==> src/hdl/multi_sensor_frame_collator_core_macros.svh <==
// assertion macros shared by the collator rtl
`ifndef MULTI_SENSOR_FRAME_COLLATOR_CORE_MACROS_SVH
`define MULTI_SENSOR_FRAME_COLLATOR_CORE_MACROS_SVH

// same-cycle implication, checked on clk outside reset
`define MSFC_ASSERT_NOW(name, ante, cons, msg) \
	name: assert property (@(posedge clk) disable iff (!arst_n) (ante) |-> (cons)) \
		else $error(msg);

// next-cycle implication, checked on clk outside reset
`define MSFC_ASSERT_NEXT(name, ante, cons, msg) \
	name: assert property (@(posedge clk) disable iff (!arst_n) (ante) |=> (cons)) \
		else $error(msg);

`endif

==> src/hdl/msfc_pkg.sv <==
// shared types and constants of the frame collator
`default_nettype none

package msfc_pkg;

	localparam int unsigned MAX_SLOTS  = 4;
	localparam int unsigned IDX_W      = 2;
	localparam int unsigned TAG_W      = 32;
	localparam int unsigned TIME_W     = 63;
	localparam int unsigned LAT_W      = 32;
	localparam int unsigned FILL_W     = 3;
	localparam int unsigned CFG_IDX_W  = 3;
	localparam int unsigned CFG_DATA_W = 32;
	localparam int unsigned QDEPTH     = 2;

	localparam logic [LAT_W-1:0] RESET_PERIOD = 32'd100000000;

	// input commands
	localparam logic CMD_FRAME = 1'b0;
	localparam logic CMD_FLUSH = 1'b1;

	// configuration register indexes
	typedef enum logic [CFG_IDX_W-1:0] {
		CFG_ALIGNED_MODE  = 3'd0,
		CFG_SET_PERIOD    = 3'd1,
		CFG_LATENCY_ZERO  = 3'd2,
		CFG_LATENCY_ONE   = 3'd3,
		CFG_LATENCY_TWO   = 3'd4,
		CFG_LATENCY_THREE = 3'd5
	} cfg_index_t;

	// one closed set as handed from front to back
	typedef struct packed {
		logic [MAX_SLOTS-1:0][TAG_W-1:0] tag;
		logic [MAX_SLOTS-1:0]            present;
		logic                            by_next;
	} set_rec_t;

	// set write into the queue
	typedef struct packed {
		logic     valid;
		set_rec_t rec;
	} set_push_t;

endpackage

`default_nettype wire

==> src/hdl/multi_sensor_frame_collator_core.sv <==
// Multi-sensor frame collator, top level.
//
// Input queue port: push/full. A beat carries command (frame or flush),
// sensor_id, frame_time and frame_tag. Frames are grouped into sets with
// one slot per sensor; a set closes on a time window, a repeated sensor, all
// slots filled, or a flush of a non-empty set.
// Result queue port: empty/pop. A closed set comes out as NUM_SENSORS beats in
// slot order, last_of_set marks the final one.
// Config port: cfg_valid/cfg_ready with cfg_index and cfg_data, always ready;
// write only while no work is in flight.
// Throughput: one input beat per cycle while full is low, one result beat per
// cycle while the reader pops. The window compare is combinational and the set
// state is registered as a beat is taken, so the next beat sees it. With the
// back part idle, a closed set goes into the set queue, then into the back
// part's set register, then into the result register. Two closed sets can wait
// between front and back; with both entries taken full is high, so a stalled
// reader holds off input after roughly two sets plus the one being walked out.
// Reset: config returns to defaults, the open set and all queues are dropped.
`default_nettype none
`include "multi_sensor_frame_collator_core_macros.svh"

module multi_sensor_frame_collator_core import msfc_pkg::*; #(
	parameter int unsigned NUM_SENSORS = 4
) (
	input  wire logic                  clk,
	input  wire logic                  arst_n,
	input  wire logic                  push,
	output      logic                  full,
	input  wire logic                  command,
	input  wire logic [IDX_W-1:0]      sensor_id,
	input  wire logic [TIME_W-1:0]     frame_time,
	input  wire logic [TAG_W-1:0]      frame_tag,
	output      logic                  empty,
	input  wire logic                  pop,
	output      logic [IDX_W-1:0]      slot_number,
	output      logic                  slot_present,
	output      logic [TAG_W-1:0]      slot_tag,
	output      logic                  closed_by_next,
	output      logic                  last_of_set,
	input  wire logic                  cfg_valid,
	output      logic                  cfg_ready,
	input  wire logic [CFG_IDX_W-1:0]  cfg_index,
	input  wire logic [CFG_DATA_W-1:0] cfg_data
);

	set_push_t emit;
	set_rec_t  q_rd;
	logic      q_full;
	logic      q_empty;
	logic      q_pop;

	assign full = q_full;

	// classify beats and keep the open set
	msfc_front #(
		.NUM_SENSORS(NUM_SENSORS)
	) u_front (
		.clk          (clk),
		.arst_n       (arst_n),
		.push         (push),
		.q_full       (q_full),
		.command      (command),
		.sensor_id    (sensor_id),
		.frame_time   (frame_time),
		.frame_tag    (frame_tag),
		.cfg_valid    (cfg_valid),
		.cfg_ready    (cfg_ready),
		.cfg_index    (cfg_index),
		.cfg_data     (cfg_data),
		.emit         (emit)
	);

	// closed sets waiting for the back part
	msfc_setq u_setq (
		.clk    (clk),
		.arst_n (arst_n),
		.wr     (emit),
		.full   (q_full),
		.empty  (q_empty),
		.pop    (q_pop),
		.rd     (q_rd)
	);

	// serialize sets into slot results
	msfc_back #(
		.NUM_SENSORS(NUM_SENSORS)
	) u_back (
		.clk            (clk),
		.arst_n         (arst_n),
		.q_empty        (q_empty),
		.q_rd           (q_rd),
		.q_pop          (q_pop),
		.empty          (empty),
		.pop            (pop),
		.slot_number    (slot_number),
		.slot_present   (slot_present),
		.slot_tag       (slot_tag),
		.closed_by_next (closed_by_next),
		.last_of_set    (last_of_set)
	);

	// checks
	`MSFC_ASSERT_NOW(a_no_push_when_full, emit.valid, !q_full, "set emitted into a full queue")
	`MSFC_ASSERT_NOW(a_last_slot, (!empty && last_of_set), (slot_number == IDX_W'(NUM_SENSORS - 1)), "last_of_set on wrong slot")
	`MSFC_ASSERT_NOW(a_absent_tag_zero, (!empty && !slot_present), (slot_tag == '0), "absent slot with nonzero tag")
	`MSFC_ASSERT_NEXT(a_slot_walk, (!empty && pop && !last_of_set), (!empty && slot_number == IDX_W'($past(slot_number) + 2'd1)), "slot results not contiguous")

endmodule

`default_nettype wire

==> src/hdl/msfc_front.sv <==
// front part: config registers, set state and close decision per beat
`default_nettype none

module msfc_front import msfc_pkg::*; #(
	parameter int unsigned NUM_SENSORS = 4
) (
	input  wire logic                  clk,
	input  wire logic                  arst_n,
	input  wire logic                  push,
	input  wire logic                  q_full,
	input  wire logic                  command,
	input  wire logic [IDX_W-1:0]      sensor_id,
	input  wire logic [TIME_W-1:0]     frame_time,
	input  wire logic [TAG_W-1:0]      frame_tag,
	input  wire logic                  cfg_valid,
	output      logic                  cfg_ready,
	input  wire logic [CFG_IDX_W-1:0]  cfg_index,
	input  wire logic [CFG_DATA_W-1:0] cfg_data,
	output      set_push_t             emit
);

	localparam int unsigned SW = (NUM_SENSORS > 1) ? $clog2(NUM_SENSORS) : 1;

	// configuration
	logic                        aligned_q;
	logic [LAT_W-1:0]            period_q;
	logic [MAX_SLOTS-1:0][LAT_W-1:0] lat_q;

	// set state
	logic [NUM_SENSORS-1:0]            slot_valid_q;
	logic [NUM_SENSORS-1:0][TAG_W-1:0] slot_tag_q;
	logic                              open_q;
	logic [TIME_W-1:0]                 start_q;
	logic [IDX_W-1:0]                  first_q;
	logic [FILL_W-1:0]                 fill_q;

	logic [NUM_SENSORS-1:0]            nxt_valid;
	logic [NUM_SENSORS-1:0][TAG_W-1:0] nxt_tag;
	logic                              nxt_open;
	logic [TIME_W-1:0]                 nxt_start;
	logic [IDX_W-1:0]                  nxt_first;
	logic [FILL_W-1:0]                 nxt_fill;

	logic [NUM_SENSORS-1:0]            filled_valid;
	logic [NUM_SENSORS-1:0][TAG_W-1:0] filled_tag;
	logic [MAX_SLOTS-1:0]              cur_present, fil_present;
	logic [MAX_SLOTS-1:0][TAG_W-1:0]   cur_tag, fil_tag;

	logic                 acc;
	logic                 in_range;
	logic [SW-1:0]        idx;
	logic [TIME_W:0]      tmo_sum;
	logic                 tmo_hit;
	logic [TIME_W+1:0]    lhs, rhs;
	logic                 algn_hit;
	logic                 close;
	logic [FILL_W-1:0]    fill_sum;

	assign cfg_ready = 1'b1;
	assign acc       = push && !q_full;
	assign in_range  = ({1'b0, sensor_id} < (IDX_W+1)'(NUM_SENSORS));
	assign idx       = sensor_id[SW-1:0];

	// window checks
	assign tmo_sum  = {1'b0, start_q} + {{(TIME_W+1-LAT_W){1'b0}}, period_q};
	assign tmo_hit  = ({1'b0, frame_time} >= tmo_sum);
	assign lhs      = {2'b00, frame_time} + {{(TIME_W+2-LAT_W){1'b0}}, lat_q[first_q]};
	assign rhs      = {2'b00, start_q}
	                + {{(TIME_W+2-LAT_W){1'b0}}, lat_q[sensor_id]}
	                + {{(TIME_W+3-LAT_W){1'b0}}, period_q[LAT_W-1:1]};
	assign algn_hit = (lhs > rhs);

	// slot arrays with the offered frame written in
	always_comb begin
		filled_valid      = slot_valid_q;
		filled_tag        = slot_tag_q;
		filled_valid[idx] = 1'b1;
		filled_tag[idx]   = frame_tag;
	end

	// widen the slot arrays to record format
	for (genvar g = 0; g < MAX_SLOTS; g++) begin : g_rec
		if (g < NUM_SENSORS) begin : g_used
			assign cur_present[g] = slot_valid_q[g];
			assign cur_tag[g]     = slot_tag_q[g];
			assign fil_present[g] = filled_valid[g];
			assign fil_tag[g]     = filled_tag[g];
		end else begin : g_unused
			assign cur_present[g] = 1'b0;
			assign cur_tag[g]     = '0;
			assign fil_present[g] = 1'b0;
			assign fil_tag[g]     = '0;
		end
	end

	// next set state and set emission
	always_comb begin
		nxt_valid            = slot_valid_q;
		nxt_tag              = slot_tag_q;
		nxt_open             = open_q;
		nxt_start            = start_q;
		nxt_first            = first_q;
		nxt_fill             = fill_q;
		close                = 1'b0;
		fill_sum             = fill_q + FILL_W'(1);
		emit.valid           = 1'b0;
		emit.rec.present     = cur_present;
		emit.rec.tag         = cur_tag;
		emit.rec.by_next     = 1'b0;
		if (acc) begin
			if (command == CMD_FLUSH) begin
				if (fill_q != '0) begin
					emit.valid = 1'b1;
					nxt_valid  = '0;
					nxt_fill   = '0;
					nxt_open   = 1'b0;
					nxt_start  = '0;
				end
			end else if (in_range) begin
				if (!aligned_q) begin
					if (!open_q || tmo_hit) begin
						if (fill_q != '0) begin
							close = 1'b1;
						end else begin
							nxt_open  = 1'b1;
							nxt_start = frame_time;
						end
					end
				end else if (!open_q) begin
					nxt_open  = 1'b1;
					nxt_start = frame_time;
					nxt_first = sensor_id;
				end else begin
					close = algn_hit;
				end
				if (slot_valid_q[idx]) begin
					close = 1'b1;
				end
				nxt_tag = filled_tag;
				if (close) begin
					// held-back frame opens the next set
					emit.valid       = 1'b1;
					emit.rec.by_next = 1'b1;
					nxt_valid        = '0;
					nxt_valid[idx]   = 1'b1;
					nxt_open         = 1'b1;
					nxt_start        = frame_time;
					if (aligned_q) begin
						nxt_first = sensor_id;
					end
					nxt_fill = FILL_W'(1);
				end else if (fill_sum >= FILL_W'(NUM_SENSORS)) begin
					// last slot filled, set goes out complete
					emit.valid       = 1'b1;
					emit.rec.present = fil_present;
					emit.rec.tag     = fil_tag;
					nxt_valid        = '0;
					nxt_fill         = '0;
					nxt_open         = 1'b0;
					nxt_start        = '0;
				end else begin
					nxt_valid = filled_valid;
					nxt_fill  = fill_sum;
				end
			end
		end
	end

	// control state and config registers
	always_ff @(posedge clk or negedge arst_n) begin
		if (!arst_n) begin
			aligned_q    <= 1'b0;
			period_q     <= RESET_PERIOD;
			lat_q        <= '0;
			slot_valid_q <= '0;
			open_q       <= 1'b0;
			start_q      <= '0;
			first_q      <= '0;
			fill_q       <= '0;
		end else begin
			slot_valid_q <= nxt_valid;
			open_q       <= nxt_open;
			start_q      <= nxt_start;
			first_q      <= nxt_first;
			fill_q       <= nxt_fill;
			if (cfg_valid && cfg_ready) begin
				case (cfg_index)
					CFG_ALIGNED_MODE:  aligned_q <= cfg_data[0];
					CFG_SET_PERIOD:    period_q  <= cfg_data;
					CFG_LATENCY_ZERO:  lat_q[0]  <= cfg_data;
					CFG_LATENCY_ONE:   lat_q[1]  <= cfg_data;
					CFG_LATENCY_TWO:   lat_q[2]  <= cfg_data;
					CFG_LATENCY_THREE: lat_q[3]  <= cfg_data;
					default: ;
				endcase
			end
		end
	end

	// slot tags, read only where the slot is valid
	always_ff @(posedge clk) begin
		slot_tag_q <= nxt_tag;
	end

endmodule

`default_nettype wire

==> src/hdl/msfc_setq.sv <==
// short queue of closed sets between front and back
`default_nettype none

module msfc_setq import msfc_pkg::*; (
	input  wire logic      clk,
	input  wire logic      arst_n,
	input  wire set_push_t wr,
	output      logic      full,
	output      logic      empty,
	input  wire logic      pop,
	output      set_rec_t  rd
);

	localparam int unsigned QAW = (QDEPTH > 1) ? $clog2(QDEPTH) : 1;
	localparam int unsigned QCW = $clog2(QDEPTH + 1);

	set_rec_t         mem_q [QDEPTH];
	logic [QAW-1:0]   wptr_q, rptr_q;
	logic [QCW-1:0]   cnt_q;
	logic             do_wr, do_rd;

	assign full  = (cnt_q == QCW'(QDEPTH));
	assign empty = (cnt_q == '0);
	assign do_wr = wr.valid && !full;
	assign do_rd = pop && !empty;
	assign rd    = mem_q[rptr_q];

	// pointers and fill level
	always_ff @(posedge clk or negedge arst_n) begin
		if (!arst_n) begin
			wptr_q <= '0;
			rptr_q <= '0;
			cnt_q  <= '0;
		end else begin
			if (do_wr) begin
				wptr_q <= (wptr_q == QAW'(QDEPTH - 1)) ? '0 : wptr_q + QAW'(1);
			end
			if (do_rd) begin
				rptr_q <= (rptr_q == QAW'(QDEPTH - 1)) ? '0 : rptr_q + QAW'(1);
			end
			if (do_wr && !do_rd) begin
				cnt_q <= cnt_q + QCW'(1);
			end else if (do_rd && !do_wr) begin
				cnt_q <= cnt_q - QCW'(1);
			end
		end
	end

	// entry storage
	always_ff @(posedge clk) begin
		if (do_wr) begin
			mem_q[wptr_q] <= wr.rec;
		end
	end

endmodule

`default_nettype wire

==> src/hdl/msfc_back.sv <==
// back part: walks a closed set one slot per beat into the result register
`default_nettype none

module msfc_back import msfc_pkg::*; #(
	parameter int unsigned NUM_SENSORS = 4
) (
	input  wire logic             clk,
	input  wire logic             arst_n,
	input  wire logic             q_empty,
	input  wire set_rec_t         q_rd,
	output      logic             q_pop,
	output      logic             empty,
	input  wire logic             pop,
	output      logic [IDX_W-1:0] slot_number,
	output      logic             slot_present,
	output      logic [TAG_W-1:0] slot_tag,
	output      logic             closed_by_next,
	output      logic             last_of_set
);

	localparam int unsigned SW = (NUM_SENSORS > 1) ? $clog2(NUM_SENSORS) : 1;

	set_rec_t          rec_q;
	logic              busy_q;
	logic [SW-1:0]     cnt_q;
	logic              res_valid_q;
	logic [IDX_W-1:0]  slot_number_q;
	logic              slot_present_q;
	logic [TAG_W-1:0]  slot_tag_q;
	logic              by_next_q;
	logic              last_q;

	logic              res_load;
	logic              last;
	logic              take;
	logic [IDX_W-1:0]  cnt2;

	assign cnt2     = IDX_W'(cnt_q);
	assign last     = (cnt_q == SW'(NUM_SENSORS - 1));
	assign res_load = busy_q && (!res_valid_q || pop);
	assign take     = !q_empty && (!busy_q || (res_load && last));
	assign q_pop    = take;

	// set walker control
	always_ff @(posedge clk or negedge arst_n) begin
		if (!arst_n) begin
			busy_q      <= 1'b0;
			cnt_q       <= '0;
			res_valid_q <= 1'b0;
		end else begin
			if (take) begin
				busy_q <= 1'b1;
				cnt_q  <= '0;
			end else if (res_load && last) begin
				busy_q <= 1'b0;
			end else if (res_load) begin
				cnt_q <= cnt_q + SW'(1);
			end
			if (res_load) begin
				res_valid_q <= 1'b1;
			end else if (pop) begin
				res_valid_q <= 1'b0;
			end
		end
	end

	// set and result payload
	always_ff @(posedge clk) begin
		if (take) begin
			rec_q <= q_rd;
		end
		if (res_load) begin
			slot_number_q  <= cnt2;
			slot_present_q <= rec_q.present[cnt2];
			slot_tag_q     <= rec_q.present[cnt2] ? rec_q.tag[cnt2] : '0;
			by_next_q      <= rec_q.by_next;
			last_q         <= last;
		end
	end

	assign empty          = !res_valid_q;
	assign slot_number    = slot_number_q;
	assign slot_present   = slot_present_q;
	assign slot_tag       = slot_tag_q;
	assign closed_by_next = by_next_q;
	assign last_of_set    = last_q;

endmodule

`default_nettype wire

==> config.mk <==
export PLATFORM = sky130hd
export DESIGN_NAME = multi_sensor_frame_collator_core
export DESIGN_NICKNAME = d
export VERILOG_FILES = /design/src/hdl/msfc_pkg.sv /design/src/hdl/multi_sensor_frame_collator_core.sv /design/src/hdl/msfc_front.sv /design/src/hdl/msfc_setq.sv /design/src/hdl/msfc_back.sv
export VERILOG_INCLUDE_DIRS = /design/src /design/src/hdl
export SDC_FILE = /design/constraint.sdc
export NUM_CORES = 2
export LEC_CHECK = 0
export BUFFER_PORTS_ARGS = -buffer_cell sky130_fd_sc_hd__buf_2
export CORE_ASPECT_RATIO = 1.25
export CORE_MARGIN = 5
export CORE_UTILIZATION = 40
export CTS_CLUSTER_SIZE = 8
export DETAILED_ROUTE_END_ITERATION = 12
export GPL_TIMING_DRIVEN = 0
export PLACE_DENSITY = 0.58
export REMOVE_ABC_BUFFERS = 1
export SLEW_MARGIN = 25
export SYNTH_ARGS = -nofsm -noshare
export SYNTH_HDL_FRONTEND = slang
export SYNTH_SLANG_ARGS = --single-unit
==> constraint.sdc <==
create_clock -name clk -period 13.7 [get_ports clk]
set_input_delay 1.37 -clock clk [delete_from_list [all_inputs] [get_ports clk]]
set_output_delay 1.37 -clock clk [all_outputs]
set_load 0.1 [all_outputs]
==> Word level (Yosys, flattened, before mapping) <==
Memories as Yosys holds them, arrays and structs flattened. A register that Yosys moved wholly into a read port is not among the register bits.
Index checks and enable logic that the tools add are counted.
{ "word_totals": {"mem_bits_ro": 0, "word_cells": 164, "latch_bits": 0, "input_bits": 138, "regBits": 407, "ramBits": 266, "n_memories": 1, "out_inout_bits": 40} }
{ "mem_list": {"columns": ["name", "depth", "word_bits", "rd", "rd_ports_with_merged_regs", "write_ports", "line_no", "rtl"], "rows": [
  ["u_setq.mem_q", 2, 133, 1, 1, 1, "msfc_setq.sv:17", "set_rec_t mem_q [QDEPTH];"]
]} }
{ "classes": {"n_lt_le_gt_ge": 7, "shift": 0, "mux": 69, "eq_ne": 11, "reduce_logical": 38, "n_bitwise": 2, "div_mod_pow": 0, "addsub": 10, "mul": 0} }
{ "ops": {"columns": ["operator", "count"], "rows": [
  ["2-to-1 mux 63 bit", 8],
  ["2-to-1 mux 133 bit", 2],
  ["adder 63 x 32 -> 64 bit", 3],
  ["binary-select mux 32 bit (select 2 bit)", 3],
  ["2-to-1 mux 134 bit", 1],
  ["2-to-1 mux 132 bit", 1],
  ["bitwise mux 128 bit", 1],
  ["2-to-1 mux 32 bit", 4],
  ["adder 65 x 31 -> 65 bit", 1],
  ["greater-than comparator 65 bit", 1],
  ["demux 32 bit (select 2 bit)", 1],
  [">= comparator 63 x 64 -> 1 bit", 1],
  ["2-to-1 mux 1 bit", 28],
  ["2-to-1 mux 2 bit", 9],
  ["AND reduction 2 bit", 9],
  ["2-to-1 mux 4 bit", 4],
  ["2-to-1 mux 3 bit", 4],
  ["logical AND 1 bit", 9],
  ["< comparator 2 x 3 -> 1 bit, second input constant", 3],
  ["nonzero test 2 bit", 4],
  ["logical NOT 1 bit", 7],
  ["== test 3 x 2 -> 1 bit, second input constant", 2],
  ["== test 3 bit, second input constant", 2],
  ["inequality test 5 x 4 -> 1 bit, second input constant", 1],
  ["other kinds (22)", 28]
]} }

==> Logic depth before layout (Yosys ltp) <==
{ "logic_depth": {"ltp_word": 18, "depth_mapped": 42, "mapped_depth_nobuf": 39} }

==> Modules after synthesis <==
From an unflattened synthesis, not the netlist that was laid out.
{ "hier_totals": {"hier_cells": 3329, "hier_area_um2": 44524.0} }
{ "by_module_without_submodules": {"columns": ["module", "area_per_inst_um2", "cells_per_inst", "seq_area_each_um2", "n_inst"], "rows": [
  ["msfc_front", 27853.0, 2626, 9714.3, 1],
  ["msfc_setq", 10032.1, 433, 8087.8, 1],
  ["msfc_back", 6638.9, 270, 5205.0, 1]
]} }

==> Least setup slack after synthesis <==
No wires, ideal clock.
{ "synth_path": {"kind": "input to register", "from": "input sensor_id[0]", "to": "memory u_setq.mem_q[0][0] in the netlist's numbering, enable pin", "setup_time_ps": 628, "setup_slack_ps": -1489, "n_path_buf": 4, "path_stages": 36, "t_arrival_ps": 14562, "t_required_ps": 13072, "cell_sequence": "buf_1 > buf_1 > mux4_2 > ha_1 > a21o_1 > a31oi_2 > o21ai_1 > o21ai_2 > nor2b_1 > o21ai_0 > xor2_1 > ha_1 > nand4_1 > nor3_1 > nand3_1 > a211o_1 > nor3b_1 > o32ai_1 > o21bai_1 > or3_1 > clkbuf_1 > nor3_1 > nor3b_2 > xor2_1 > ha_1 > nand4_1 > nor3_1 > o21a_1 > a21oi_1 > a2bb2oi_1 > o31ai_1 > nor3b_1 > and2_1 > a21o_1 > clkbuf_1 > nor2_1"} }
{ "synth_between": {"elab_chain_cells": 16, "word_cells_on_any_way": 18, "classes_between": "add/sub: 2; order compare: 1; mux: 14; reduce/logical: 1"} }
{ "synth_lines": {"columns": ["item", "line_no", "rtl"], "rows": [
  ["start: declaration", "multi_sensor_frame_collator_core.sv:30", "input wire logic [IDX_W-1:0] sensor_id,"],
  ["binary-select mux 32 bit (select 2 bit)", "msfc_front.sv:69", "+ {{(TIME_W+2-LAT_W){1'b0}}, lat_q[sensor_id]}"],
  ["2-to-1 mux 32 bit (implied by the code)", "msfc_front.sv:69", null],
  ["adder 63 x 32 -> 64 bit", "msfc_front.sv:69", null],
  ["adder 65 x 31 -> 65 bit", "msfc_front.sv:70", "+ {{(TIME_W+3-LAT_W){1'b0}}, period_q[LAT_W-1:1]};"],
  ["greater-than comparator 65 bit", "msfc_front.sv:71", "assign algn_hit = (lhs > rhs);"],
  ["2-to-1 mux 1 bit", "msfc_front.sv:129", "end else if (!open_q) begin"],
  ["2-to-1 mux 1 bit", "msfc_front.sv:120", "if (!aligned_q) begin"],
  ["2-to-1 mux 1 bit *", "msfc_front.sv:136", "if (slot_valid_q[idx]) begin"],
  ["2-to-1 mux 1 bit *", "msfc_front.sv:111", "if (command == CMD_FLUSH) begin"],
  ["2-to-1 mux 1 bit *", "msfc_front.sv:110", "if (acc) begin"],
  ["2-to-1 mux 1 bit *", "msfc_front.sv:140", "if (close) begin"],
  ["2-to-1 mux 1 bit *", "msfc_front.sv:111", null],
  ["2-to-1 mux 134 bit *", "msfc_front.sv:110", null],
  ["logical AND 1 bit *", "msfc_setq.sv:24", "assign do_wr = wr.valid && !full;"],
  ["2-to-1 mux 1 bit *", "msfc_setq.sv:51", "if (do_wr) begin"],
  ["2-to-1 mux 1 bit (implied by the code) *", "msfc_setq.sv:52", "mem_q[wptr_q] <= wr.rec;"],
  ["end: declaration", "msfc_setq.sv:17", null]
]} }
Every way passes the cells marked *; elsewhere a longest branch is shown, timed or not. The select of a mux whose other input is x is not followed.

==> key figures <==
Die
  • Core box area: approximately 110000 um2
  • Starting density of the core: roughly 40%
  • Ports: roughly 180
  • Die width: between 300 and 400 um
  • Die Y-Extent: 386 um
  • Site Rows: ~140
  • Die Area: 120000 um2

Clock network
  • Clock Tree Buf Depth: 3
  • Worst-path clk slew: approximately 0.05 ns
  • Latest clock arrival within the worst-skew pair: 0.73 ns
  • TritonCTS clock tree: yes
  • Hold Buf Count CTS: 0
  • PostCTS Resize Cnt: 0
  • CTS sink cnt: 806
  • Post-CTS setup buffers: 0
  • CTS buffer count: 112
  • H-tree levels: 3
  • CTS Root Cell: clkbuf_16

Setup path
  • Critical path buffers and inverters: 5
  • Crit path max-delay family: simple AND/OR/NAND/NOR gates
  • Worst R2R Setup Slack: about 1.9 ns
  • CP arrival: ~13 ns
  • WP depth: 39
  • CP Capture Type: flip-flop
  • Setup CP Type: primary input to flip-flop
  • Worst-case reg-to-reg path depth: 37
  • CP max-delay cell: nor3_1
  • Worst path max stage delay: between 0.8 and 0.9 ns
  • Startpoint Class: primary input
  • Worst endpoint required time: 14.14 ns
  • CP max FO: 22

Synth
  • Mean cell area of the mapped netlist: 13.2 um2
  • Dominant synthesized flop cell: edfxtp_1
  • Yosys reg bits: 806
  • YS warnings: 0
  • EDFF count, synth: ~560
  • Seq/Total Area, Yosys: around 50%
  • Async set-or-reset flop fraction in the synthesized netlist: roughly 30%
  • Mapped Area: around 45000 um2
  • Synthesized instance count: around 3.4k
  • Synth cell types: between 90 and 100

Cells and area
  • Most frequent cells in the layout: 564 x edfxtp_1, 552 x mux2_2, 258 x ha_1, 225 x dfrtp_1, 173 x buf_2
  • Final Instance Count excl. Fillers: 5188
  • Fillcell total: slightly above 10k
  • Final #Nets: about 4k
  • Area Overhead vs Synth: 15.6%
  • Most common cell after layout, fill and taps aside: edfxtp_1
  • Fraction of layout cells with a size suffix above 1: 29.7%
  • Final instance area: 52300 um2

Drt
  • DRT iter0 DRCs: 1730
  • Via count: 29.5k
  • Drt total wl: between 100000 and 150000 um
  • Vias per inst: around 5.7
  • Drt first pass iters: 5
  • Routed Antenna Nets: 0
  • # DRC: 0
  • Avg WL per Cell: ~24 um

STA
  • Final setup viols: 0
  • Slew Limit Headroom: between 20% and 30%
  • Final hold violation count: 0
  • Max Slew Vio Count: 0
  • Skew final: around 0.049 ns
  • Crit path time final: around 13 ns
  • Measured slew at the worst slew-check pin: between 1 and 1.5 ns
  • RSZ-0062 raised after global routing: false
  • Period utilisation layout: a little over nine tenths
  • Fmax: 77.8 MHz

Run
  • MaxCap Viol Count: 0

Global routing
  • Largest net degree at the start of global routing: 84
  • Vias in the first global route: about 30k
  • Initial antenna violation count: 26
  • Total global-route track usage: 20.1%
  • Grt ovf: 0
  • First-pass GRT wire length: around 190000 um

Place
  • Post-DP Area: slightly below 50000 um2
  • Placer Congestion: roughly 0.94
  • Port bufs: 176
  • DP Wirelength: a little under 90000 um
  • Placed Instances: between 5k and 6k

Power and ir drop
  • Power Dens Cells: 245 nW/um2
  • Maximum vdd drop: roughly 0.17 mV
  • Leakage: around 0.020 uW

Worst hold path
  • Worst hold path type: flip-flop to flip-flop
  • Worst hold stages: 0

Outcome
  • Status: completed
through the flow:
stage,hold WS [ns],total power [uW],utilization [%],TNS [ns],setup WS [ns]
2_1_floorplan,0.400,8420,-,-433.03,-0.947
3_3_place_gp,0.441,10200,42.0,-5303.65,-10.04
3_5_place_dp,0.435,10300,43.5,0,0.288
4_1_cts,0.448,12900,46.3,0,1.01
5_1_grt,0.467,13700,46.3,0,0.337
6_report,0.433,12800,46.4,0,0.853
cells by family after synthesis:
family | count (synthesis) | synth area share (%)
buffers and inverters | 203 | 1.74
flip-flops | 806 | 50.8
AO/OA/AOI/OAI | 625 | 9.43
other | 1 | 0.00828
AND/OR/NAND/NOR | 664 | 7.69
adder cells (fa/ha/maj) | 262 | 7.31
XOR/XNOR | 223 | 4.33
multiplexers | 655 | 18.7
worst paths after layout:
path,startpoint,end
worst max-delay path,sensor_id[0],u_setq.mem_q[0][36]
worst min-delay path,u_back.rec_q[0],u_back.closed_by_next
worst max register to register,u_front.lat_q[96],u_setq.mem_q[0][36]
worst min register to register,u_back.rec_q[0],u_back.closed_by_next
max in group asynchronous,arst_n,asynchronous set/reset pin
min in group asynchronous,arst_n,u_front.lat_q[35]
layer usage:
| metal | vias up | global-route usage, % | part of all wire (%) |
|---|---|---|---|
| met5 | - | 0 | 0.057 |
| met4 | 12 | 7.27 | 3.2 |
| met3 | 216 | 4.01 | 5.3 |
| met2 | 641 | 35.2 | 50 |
| met1 | 14900 | 25.0 | 42 |
| li1 | 13700 | - | - |
cell type report:
type | instances | area, um2 | share of cell area (%)
flip-flops and latches | 806 | 23000 | 44.0
multi-input cells | 2430 | 21600 | 41.3
clock buffers | 157 | 3040 | 5.81
repair buffers | 249 | 2370 | 4.53
well taps | 1470 | 1840 | 3.51
inverters | 54 | 210 | 0.402
clock inverters | 8 | 179 | 0.342
diodes | 14 | 35.0 | 0.0669
synth_stat cells (16+ instances only):
master / n / area [um2]
a211oi_1: 27 / 203
a21o_1: 91 / 683
a21oi_1: 152 / 761
a22o_1: 66 / 578
and3_1: 17 / 106
buf_1: 21 / 78.8
clkbuf_1: 116 / 435
dfrtp_1: 230 / 5760
edfxtp_1: 564 / 16900
ha_1: 258 / 3230
inv_1: 54 / 203
mux2_2: 552 / 6220
mux4_2: 97 / 2180
nand2_1: 147 / 552
nand2b_1: 27 / 169
nand3_1: 50 / 250
nand4_1: 58 / 363
nor2_1: 136 / 510
nor2b_1: 61 / 382
nor3_1: 51 / 255
nor4_1: 17 / 106
o211ai_1: 24 / 180
o21a_1: 24 / 180
o21ai_0: 103 / 515
o21bai_1: 16 / 120
or3_1: 21 / 131
xnor2_1: 143 / 1250
xor2_1: 79 / 692
where the power goes:
part	internal (uW)	total [uW]	switching, uW
Combinational	2750	6460	3710
Sequential	3360	3780	420
Clock	1520	2580	1060
worst register-to-register path, delay by kind of cell (launching register included):
kind            cells  cell delay (ns)
mux                 2             0.86
buf+inv             3             0.65
fa+ha+maj           4             1.34
flops               1             0.38
simple gates       11             4.01
xor+xnor            2             0.37
compound gates     15             3.98
flip-flops by register name, summed over array words and instances, names as in the netlist, 2 cells and up, named ones only:
register             cells
u_back.cnt2              2
u_back.rec_q           133
u_back.slot_number       2
u_back.slot_tag         32
u_front.cur_present      4
u_front.cur_tag        128
u_front.fill_q           3
u_front.lat_q          128
u_front.period_q        32
u_front.start_q         63
u_setq.cnt_q             2
u_setq.mem_q           266
No activity file was read; power rests on OpenSTA's default activity.
